<file path="src/rtl/apsf_pkg.sv">
package apsf_pkg;

  // Configuration register indexes
  typedef enum logic [0:0] {
    CFG_FILTER_ORDER = 1'b0,
    CFG_OUTPUT_GAIN  = 1'b1
  } cfg_idx_e;

  // Input item functions
  typedef enum logic [0:0] {
    FUNC_LOAD_COEF = 1'b0,
    FUNC_FILTER    = 1'b1
  } func_e;

  localparam logic [4:0]  ORDER_RESET = 5'd10;
  localparam logic [15:0] GAIN_RESET  = 16'd4096;

  typedef struct packed {
    logic               func;
    logic [4:0]         coef_index;
    logic signed [15:0] coef_value;
    logic signed [15:0] sample;
    logic               frame_start;
  } in_req_t;

  typedef struct packed {
    logic signed [15:0] filtered;
    logic               saturated;
  } out_rsp_t;

endpackage

</file>
<file path="src/rtl/all_pole_synthesis_filter_top.sv">
// All-pole (LPC synthesis) filter, direct form, fixed point.
// Input channel (in_valid_i / in_stall_o / in_req_i): a request either loads one
// coefficient a[k] (func = 0, no result) or filters one Q1.15 sample (func = 1,
// one result). frame_start on a sample clears the output history first.
// Output channel (out_valid_o / out_stall_i / out_rsp_o): gained, saturated Q1.15
// sample plus a flag set when the recursion or the gain stage clipped.
// Config channel (cfg_valid_i / cfg_ready_o): index 0 sets the filter order,
// index 1 the unsigned Q4.12 gain. Write only while the block is idle.
// A coefficient load is written into its table when it is taken. For a sample,
// taps is the order limited to MAX_ORDER: one shared multiply-accumulate walks
// the taps, one per cycle, fed by the coefficient and history memories (one
// read port each, registered data), followed by the rounding and gain stages.
// One sample is in flight at a time; in_stall_o is high while it is worked on.
// The result sits in an output register; a stalled result holds there and the
// next request is taken meanwhile, but its result waits for that register.
// Reset clears both tables (by per-entry valid bits), the history pointer,
// and loads order 10 and gain 1.0. No clearing pass is needed.
module all_pole_synthesis_filter_top
  import apsf_pkg::*;
#(
  parameter int MAX_ORDER = 16
) (
  input  logic     clk_i,
  input  logic     rst_ni,
  input  logic     in_valid_i,
  output logic     in_stall_o,
  input  in_req_t  in_req_i,
  output logic     out_valid_o,
  input  logic     out_stall_i,
  output out_rsp_t out_rsp_o,
  input  logic     cfg_valid_i,
  output logic     cfg_ready_o,
  input  cfg_idx_e cfg_index_i,
  input  logic [15:0] cfg_data_i
);

  localparam int PW    = (MAX_ORDER > 1) ? $clog2(MAX_ORDER) : 1;
  localparam int KW    = $clog2(MAX_ORDER + 1);
  localparam int ACC_W = 33 + $clog2(MAX_ORDER + 1);
  localparam logic [PW-1:0] LAST = PW'(MAX_ORDER - 1);
  localparam logic signed [ACC_W-1:0] ACC_HALF = ACC_W'(2048);
  localparam logic signed [ACC_W-1:0] ACC_MAX  = ACC_W'(32767);
  localparam logic signed [ACC_W-1:0] ACC_MIN  = -ACC_W'(32768);

  typedef enum logic [2:0] {
    ST_IDLE,
    ST_RUN,
    ST_ROUND,
    ST_GAIN,
    ST_FIN
  } state_e;

  state_e   state_q;
  logic [PW-1:0] ptr_q;
  logic [KW-1:0] cnt_q;
  logic     rd_v_q, prod_v_q;
  logic     out_valid_q;
  out_rsp_t out_rsp_q;
  logic [4:0]  order_q;
  logic [15:0] gain_q;

  logic [MAX_ORDER-1:0] coef_vld_q, hist_vld_q;
  logic signed [15:0] coef_mem [MAX_ORDER];
  logic signed [15:0] hist_mem [MAX_ORDER];

  logic signed [15:0] coef_rd_q, hist_rd_q;
  logic               cvld_rd_q, hvld_rd_q;
  logic [PW-1:0]      caddr_q, raddr_q;
  logic signed [ACC_W-1:0] acc_q;
  logic signed [31:0] prod_q;
  logic signed [15:0] y_q;
  logic               y_clip_q;
  logic signed [32:0] gprod_q;

  logic in_acc, is_load, is_sample, load_ok, rd_en, hist_we, out_free;
  logic [PW-1:0] base_ptr, load_addr;
  logic [KW-1:0] taps;
  logic signed [15:0] coef_tap, hist_tap;
  logic signed [ACC_W-1:0] acc_sh;
  logic signed [15:0] y_sat;
  logic               y_clip;
  logic signed [33:0] g_sh;
  logic signed [15:0] o_sat;
  logic               o_clip;

  // Decode the incoming request
  assign in_stall_o  = (state_q != ST_IDLE);
  assign in_acc      = in_valid_i && !in_stall_o;
  assign is_load     = in_acc && (in_req_i.func == FUNC_LOAD_COEF);
  assign is_sample   = in_acc && (in_req_i.func == FUNC_FILTER);
  assign load_ok     = (in_req_i.coef_index != 5'd0) &&
                       (32'(in_req_i.coef_index) <= MAX_ORDER);
  assign load_addr   = PW'(in_req_i.coef_index - 5'd1);
  assign base_ptr    = in_req_i.frame_start ? '0 : ptr_q;
  assign rd_en       = (state_q == ST_RUN) && (cnt_q != '0);
  assign hist_we     = (state_q == ST_ROUND);
  assign out_free    = !out_valid_q || !out_stall_i;
  assign cfg_ready_o = 1'b1;
  assign out_valid_o = out_valid_q;
  assign out_rsp_o   = out_rsp_q;

  // Limit the order to the table depth
  always_comb begin
    if (32'(order_q) > MAX_ORDER) begin
      taps = KW'(MAX_ORDER);
    end else begin
      taps = KW'(order_q);
    end
  end

  // Mask coefficients never written since reset and history never written since reset or frame start
  assign coef_tap = cvld_rd_q ? coef_rd_q : '0;
  assign hist_tap = hvld_rd_q ? hist_rd_q : '0;

  // Round and saturate the recursion output
  always_comb begin
    acc_sh = (acc_q + ACC_HALF) >>> 12;
    y_clip = 1'b1;
    priority if (acc_sh > ACC_MAX) begin
      y_sat = 16'sh7fff;
    end else if (acc_sh < ACC_MIN) begin
      y_sat = -16'sh8000;
    end else begin
      y_sat  = acc_sh[15:0];
      y_clip = 1'b0;
    end
  end

  // Round and saturate the gained output
  always_comb begin
    g_sh   = (34'(gprod_q) + 34'sd2048) >>> 12;
    o_clip = 1'b1;
    priority if (g_sh > 34'sd32767) begin
      o_sat = 16'sh7fff;
    end else if (g_sh < -34'sd32768) begin
      o_sat = -16'sh8000;
    end else begin
      o_sat  = g_sh[15:0];
      o_clip = 1'b0;
    end
  end

  // Sequencer, configuration and output register
  always_ff @(posedge clk_i or negedge rst_ni) begin
    if (!rst_ni) begin
      state_q     <= ST_IDLE;
      ptr_q       <= '0;
      cnt_q       <= '0;
      rd_v_q      <= 1'b0;
      prod_v_q    <= 1'b0;
      out_valid_q <= 1'b0;
      out_rsp_q   <= '0;
      order_q     <= ORDER_RESET;
      gain_q      <= GAIN_RESET;
    end else begin
      if (cfg_valid_i) begin
        unique case (cfg_index_i)
          CFG_FILTER_ORDER: order_q <= cfg_data_i[4:0];
          CFG_OUTPUT_GAIN:  gain_q  <= cfg_data_i;
          default:          ;
        endcase
      end
      if (out_valid_q && !out_stall_i && (state_q != ST_FIN)) begin
        out_valid_q <= 1'b0;
      end
      rd_v_q   <= rd_en;
      prod_v_q <= rd_v_q;
      unique case (state_q)
        ST_IDLE: begin
          if (is_sample) begin
            ptr_q   <= base_ptr;
            cnt_q   <= taps;
            state_q <= ST_RUN;
          end
        end
        ST_RUN: begin
          if (cnt_q != '0) begin
            cnt_q <= cnt_q - KW'(1);
          end else if (!rd_v_q && !prod_v_q) begin
            state_q <= ST_ROUND;
          end
        end
        ST_ROUND: begin
          ptr_q   <= (ptr_q == LAST) ? '0 : ptr_q + PW'(1);
          state_q <= ST_GAIN;
        end
        ST_GAIN: begin
          state_q <= ST_FIN;
        end
        ST_FIN: begin
          if (out_free) begin
            out_valid_q         <= 1'b1;
            out_rsp_q.filtered  <= o_sat;
            out_rsp_q.saturated <= y_clip_q | o_clip;
            state_q             <= ST_IDLE;
          end
        end
        default: state_q <= ST_IDLE;
      endcase
    end
  end

  // Entry valid bits: reset clears both, frame start clears the history
  always_ff @(posedge clk_i or negedge rst_ni) begin
    if (!rst_ni) begin
      coef_vld_q <= '0;
      hist_vld_q <= '0;
    end else begin
      if (is_load && load_ok) begin
        coef_vld_q[load_addr] <= 1'b1;
      end
      if (is_sample && in_req_i.frame_start) begin
        hist_vld_q <= '0;
      end else if (hist_we) begin
        hist_vld_q[ptr_q] <= 1'b1;
      end
    end
  end

  // Coefficient and history memories
  always_ff @(posedge clk_i) begin
    if (is_load && load_ok) begin
      coef_mem[load_addr] <= in_req_i.coef_value;
    end
    if (hist_we) begin
      hist_mem[ptr_q] <= y_sat;
    end
    if (rd_en) begin
      coef_rd_q <= coef_mem[caddr_q];
      hist_rd_q <= hist_mem[raddr_q];
      cvld_rd_q <= coef_vld_q[caddr_q];
      hvld_rd_q <= hist_vld_q[raddr_q];
    end
  end

  // Tap walk, multiply-accumulate and gain datapath
  always_ff @(posedge clk_i) begin
    if (is_sample) begin
      acc_q   <= ACC_W'(in_req_i.sample) <<< 12;
      caddr_q <= '0;
      raddr_q <= (base_ptr == '0) ? LAST : base_ptr - PW'(1);
    end else begin
      if (rd_en) begin
        caddr_q <= caddr_q + PW'(1);
        raddr_q <= (raddr_q == '0) ? LAST : raddr_q - PW'(1);
      end
      if (prod_v_q) begin
        acc_q <= acc_q - ACC_W'(prod_q);
      end
    end
    if (rd_v_q) begin
      prod_q <= coef_tap * hist_tap;
    end
    if (hist_we) begin
      y_q      <= y_sat;
      y_clip_q <= y_clip;
    end
    if (state_q == ST_GAIN) begin
      gprod_q <= signed'({1'b0, gain_q}) * y_q;
    end
  end

endmodule

</file>
<file path="config.mk">
export PLATFORM = sky130hd
export DESIGN_NAME = all_pole_synthesis_filter_top
export DESIGN_NICKNAME = d
export VERILOG_FILES = /design/src/rtl/apsf_pkg.sv /design/src/rtl/all_pole_synthesis_filter_top.sv
export SDC_FILE = /design/constraint.sdc
export NUM_CORES = 2
export LEC_CHECK = 0
export BUFFER_PORTS_ARGS = -buffer_cell sky130_fd_sc_hd__buf_4
export CORE_UTILIZATION = 51
export DETAILED_ROUTE_END_ITERATION = 10
export GPL_TIMING_DRIVEN = 0
export PLACE_DENSITY = 0.67
export SLEW_MARGIN = 10
export SYNTH_ARGS = -nofsm -noshare
export SYNTH_HDL_FRONTEND = slang
export SYNTH_SLANG_ARGS = --single-unit
</file>
<file path="constraint.sdc">
create_clock -name clk_i -period 12.8 [get_ports clk_i]
set_input_delay 3.84 -clock clk_i [delete_from_list [all_inputs] [get_ports clk_i]]
set_output_delay 3.84 -clock clk_i [all_outputs]
set_load 0.005 [all_outputs]
</file>
Yosys cells after proc, flatten, opt, wreduce, memory -nomap -nowiden
Memories as Yosys holds them, arrays and structs flattened. A register that Yosys moved wholly into a read port is not among the register bits.
Cells that the tools add are included.
{"block": "classes", "n_mux": 45, "magnitude_cmp": 12, "n_eq_ne": 11, "bitwise_logic": 5, "add_sub_neg": 9, "n_reduce_logical": 35, "mul": 2}
{"cell": "$mux W16", "count": 8}
{"cell": "$mux W38", "count": 2}
{"cell": "$add A38 B13 Y38 const B", "count": 1}
{"cell": "$sub A38 B32 Y38", "count": 1}
{"cell": "$add A33 B13 Y34 const B", "count": 1}
{"cell": "$mul A17 B16 Y33", "count": 1}
{"cell": "$mul A16 B16 Y32", "count": 1}
{"cell": "$or A16 B16 Y16", "count": 2}
{"cell": "$mux W4", "count": 7}
{"cell": "$gt A26 B16 Y1 const B", "count": 1}
{"cell": "$lt A26 B16 Y1 const B", "count": 1}
{"cell": "$gt A22 B16 Y1 const B", "count": 1}
{"cell": "$lt A22 B16 Y1 const B", "count": 1}
{"cell": "$lt A4 B5 Y1 const B", "count": 4}
{"cell": "$mux W5", "count": 3}
{"cell": "$pmux W3 S5", "count": 1}
{"cell": "$mux W1", "count": 14}
{"cell": "$logic_and A1 B1 Y1", "count": 12}
{"cell": "$mux W3", "count": 4}
{"cell": "$sub A4 B1 Y4 const B", "count": 3}
{"cell": "$pmux W5 S2", "count": 1}
{"cell": "$reduce_bool A2 Y1", "count": 5}
{"cell": "$reduce_bool A5 Y1", "count": 2}
{"cell": "$add A4 B1 Y4 const B", "count": 2}
{"cell": "24 further kinds", "count": 40}
{"block": "word_totals", "inputBits": 61, "ram_bits": 512, "regBits": 215, "n_memories": 2}
{"memory": "coef_mem", "words": 16, "word_bits": 16, "read_ports": 1, "rd_ports_with_merged_regs": 1, "wr": 1, "line_no": "all_pole_synthesis_filter_top.sv:63", "rtl": "logic signed [15:0] coef_mem [MAX_ORDER];"}
{"memory": "hist_mem", "words": 16, "word_bits": 16, "read_ports": 1, "rd_ports_with_merged_regs": 1, "wr": 1, "line_no": "all_pole_synthesis_filter_top.sv:64", "rtl": "logic signed [15:0] hist_mem [MAX_ORDER];"}

Logic depth before layout (Yosys ltp)
{"block": "depth", "depth_word": 7, "mapped_depth": 27, "mapped_depth_nobuf": 25}

Worst setup path before layout
Ideal clock, no wire load.
{"block": "synth_path", "path_kind": "register to register", "start": "reg hvld_rd_q", "end": "reg prod_q[25], data pin", "t_arrival_ns": 6.450, "synth_period_minus_slack_ns": 6.708, "setup_time_ns": 0.258, "n_path_buf": 2, "path_stages_with_launch": 25, "required_time_ns": 12.542, "path_slack_ns": 6.092, "path_cell_list": "edfxtp_1 -> clkbuf_1 -> nand2_1 -> clkbuf_1 -> nor2_1 -> fa_1 -> inv_1 -> fa_1 -> fa_1 -> fa_1 -> inv_1 -> fa_1 -> inv_1 -> fa_1 -> inv_1 -> ha_1 -> a21o_1 -> a21oi_1 -> o21ai_0 -> o31ai_2 -> a31oi_1 -> or4_1 -> a31o_2 -> a21oi_1 -> xnor2_1"}
{"block": "synth_via", "elab_chain_cells": 2}
{"element": "start, declared", "line_no": "all_pole_synthesis_filter_top.sv:67", "rtl": "logic cvld_rd_q, hvld_rd_q;"}
{"element": "start signal, assigned", "line_no": "all_pole_synthesis_filter_top.sv:232", "rtl": "hvld_rd_q <= hist_vld_q[raddr_q];"}
{"element": "$mux W16", "line_no": "all_pole_synthesis_filter_top.sv:113", "rtl": "assign hist_tap = hvld_rd_q ? hist_rd_q : '0;"}
{"element": "$mul A16 B16 Y32", "line_no": "all_pole_synthesis_filter_top.sv:252", "rtl": "prod_q <= coef_tap * hist_tap;"}
{"element": "end signal, assigned", "line_no": "all_pole_synthesis_filter_top.sv:252"}
{"element": "end, declared", "line_no": "all_pole_synthesis_filter_top.sv:70", "rtl": "logic signed [31:0] prod_q;"}
No other way between the ends.
A chain may end at the register's enable or synchronous reset.

Worst setup path in the final report
{"block": "layout_path", "start": "reg hvld_rd_q", "end": "reg prod_q[30], data pin"}
Same word-level chain as after synthesis.

==> results.py <==
metrics = {
    "worst_setup_path": {
        "worstPathCellList": "clkbuf_1, nand2_1, clkbuf_1, nor2_1, fa_1, inv_1, fa_1, fa_1, inv_1, fa_1, fa_1, inv_1, fa_1, inv_1, ha_1, and4_1, and2_1, and4_1, o41ai_1, a31oi_1, nand4_1, nand4_1, a21oi_1, xnor2_1",
        "cp_slowest_cell": "o41ai_1",
        "cp.required_ns": 13.18,
        "start_kind": "register",
        "path_max_fanout": 10,
        "cp_common_cell": "fa_1",
        "cp_slowest_stage_delay_ns": 0.73,
        "critPathKind": "reg2reg",
        "cp.arrival_ns": 8.67,
        "worstSetupEndpointType": "register",
    },
    "clock_network": {
        "cts_buffers": 81,
        "clkLatencyLatePin_ns": 0.65,
        "htreeDepth": 3,
        "cts_resized": 0,
        "clkSlewWorstSetupHoldPaths_ns": 0.06,
        "hold_buffers": 0,
        "cts_setup_buffers": 0,
        "clock-sinks": 748,
        "cts_root_buffer": "clkbuf_16",
        "tritoncts": "done",
        "clk_path_buf_depth": 3,
    },
    "global_routing": {
        "grt-ovfl-total": 0,
        "antenna_found_initial": 5,
        "use_met1": 0.346,
        "met2_usage": 0.395,
        "grt_pass1_wl_mm": 184,
        "track_usage": 0.246,
        "grt_pass1_vias": 32200,
        "top_usage_layer": "met2",
        "grt_max_degree": 86,
        "use_met3": 0.0362,
    },
    "timing": {
        "achievable-frequency_ghz": 0.121,
        "post-route-min-period_ns": 8.29,
        "clock_skew_ns": 0.0216,
        "maxSlewViolCount": 0,
        "tightest_slew_ns": 1.20,
        "finalSetupTns_ns": 0,
        "finalHoldViolations": 0,
        "rsz0062_at_grt": "false",
        "relSlewSlack": 0.199,
        "finalSetupViolCount": 0,
        "period_share": 0.648,
    },
    "yosys": {
        "syn-num-nets": 4858,
        "synth-edff-count": 647,
        "synth_warnings": 0,
        "yosysTopAreaCell": "edfxtp_1",
        "synth_seq_area_share": 0.439,
        "postSynthAreaPerCell_um2": 12.2,
        "synth_seq_cells": 748,
        "synth_top_area_share": 0.390,
        "yosys-top-cells-area": "edfxtp_1 (39%), fa_1 (18%), ha_1 (6.3%)",
        "ys.flop_type": "edfxtp_1",
        "synth_cell_types": 94,
        "async_reset_ff_frac": 0.114,
        "synth_area_um2": 49800,
        "syn_inst": 4090,
    },
    "cells_and_area": {
        "area_growth_pct": 10.8,
        "finalNetCount": 5048,
        "drive_above_1_share": 0.106,
    },
    "die": {
        "core-area_um2": 96700,
        "start_util": 0.515,
        "die_h_um": 314,
        "core.rowCount": 114,
        "die_w_um": 314,
        "die_area_um2": 98900,
        "ios": 81,
    },
    "detailed_routing": {
        "remaining_drc_errors": 0,
        "via_per_inst": 5.58,
        "dr.pass1.iters": 5,
        "first_iter_violations": 2481,
        "ant_nets": 0,
        "wl_per_cell_um": 21.1,
        "vias": 31400,
        "finalWirelength_mm": 118,
    },
    "flow_run": {
        "drv_cap": 0,
    },
    "worst_hold_path": {
        "hp-class": "reg2reg",
    },
    "place": {
        "globalplace.congestion": 0.944,
        "port_buffers": 79,
        "dp_hpwl_mm": 89.0,
    },
    "run_status": {
        "status": "finished clean",
    },
}
final cells by class:
| type | count | area [um2] |
|---|---|---|
| Fill cell | 7938 | 41500 |
| Multi-Input combinational cell | 2537 | 24900 |
| Sequential cell | 748 | 21900 |
| Inverter | 649 | 2440 |
| Clock buffer | 102 | 2180 |
| Tap cell | 1276 | 1600 |
| Timing Repair Buffer | 107 | 997 |
| Buffer | 156 | 622 |
| Clock inverter | 45 | 514 |
| Antenna cell | 1 | 2.50 |
kinds of logic (layout without fill, tap and decap cells):
family	count (synthesis)	count (layout)	synth area share
flip-flops	748	748	0.439
AND/OR/NAND/NOR	1066	1066	0.101
adder cells (fa/ha/maj)	707	707	0.246
multiplexers	218	218	0.0743
other	1	2	0.0000753
AO/OA/AOI/OAI	414	414	0.0547
buffers and inverters	805	1059	0.0614
XOR/XNOR	131	131	0.0230
placed cells by master (no fill, tap or decap), drive strengths merged, types with 42 or more instances in the layout:
| cell | n |
|---|---|
| mux2i | 76 |
| edfxtp | 647 |
| fa | 456 |
| nor2 | 304 |
| xor2 | 50 |
| ha | 251 |
| a21oi | 107 |
| nand3 | 42 |
| inv | 651 |
| and2 | 181 |
| mux4 | 119 |
| clkbuf | 230 |
| dfrtp | 82 |
| buf | 135 |
| o21ai | 111 |
| nand2 | 378 |
| xnor2 | 81 |
routing by layer:
layer  routed length [um]  share of wire
met1                51300           0.43
met2                55300           0.47
met3                 7730          0.065
met4                 3980          0.034
met5                    0              0
synthesized netlist by cell type, types with 18 or more instances:
cell,number
nand4_1,19
nand3_1,40
a22oi_1,18
ha_1,251
a21oi_1,106
and2_1,178
or2_2,18
xor2_1,50
xnor2_1,81
fa_1,456
a221oi_1,19
nand2_1,378
nor3_1,26
nor2_1,303
edfxtp_1,647
buf_1,18
clkbuf_1,128
mux4_2,119
mux2i_1,76
o21a_1,27
and3_1,18
inv_1,648
o21ai_0,94
dfrtp_1,82
mux2_2,23
a21o_1,29
nand2b_1,22
stage by stage:
step	worst slack, ns	utilization	area [um2]	cells	hold WS [ns]
2_1_floorplan	6.09	-	49800	4090	0.434
3_3_place_gp	4.73	0.537	52000	5445	0.446
3_5_place_dp	4.62	0.542	52500	5473	0.451
4_1_cts	4.58	0.570	55200	5620	0.466
5_1_grt	4.18	0.570	55200	5621	0.479
6_report	4.51	0.570	55200	5621	0.467
worst paths after layout:
path | slack [ns] | to | start | depth (start not counted)
worst max-delay path | 4.51 | prod_q[30] | hvld_rd_q | 24
worst min-delay path | 0.47 | coef_vld_q[7] | coef_vld_q[7] | 1
worst max register to register | 4.51 | prod_q[30] | hvld_rd_q | 24
worst min register to register | 0.47 | coef_vld_q[7] | coef_vld_q[7] | 1
max in group asynchronous | 8.86 | rd_v_q | rst_ni | 1
min in group asynchronous | 3.26 | out_rsp_o[14] | rst_ni | 1
registers in the layout, indices dropped and copies added (netlist names), 5 cells and up:
register,flops
acc_q,38
cnt_q,5
coef_mem,256
coef_rd_q,16
coef_vld_q,16
gain_q,16
gprod_q,22
hist_mem,256
hist_rd_q,16
hist_vld_q,16
order_q,5
out_rsp_o,17
prod_q,32
y_q,16
critical path, delay by kind of cell (launching register included):
family | cells | cell delay, ns
XOR/XNOR | 1 | 0.27
adder cells (fa/ha/maj) | 7 | 3.57
flip-flops | 1 | 0.46
AO/OA/AOI/OAI | 3 | 1.38
AND/OR/NAND/NOR | 7 | 1.38
buffers and inverters | 6 | 0.98
Power is left out: the tool's default activity adds up to more than one toggle a clock period on the data nets, which glitch-free logic cannot reach.
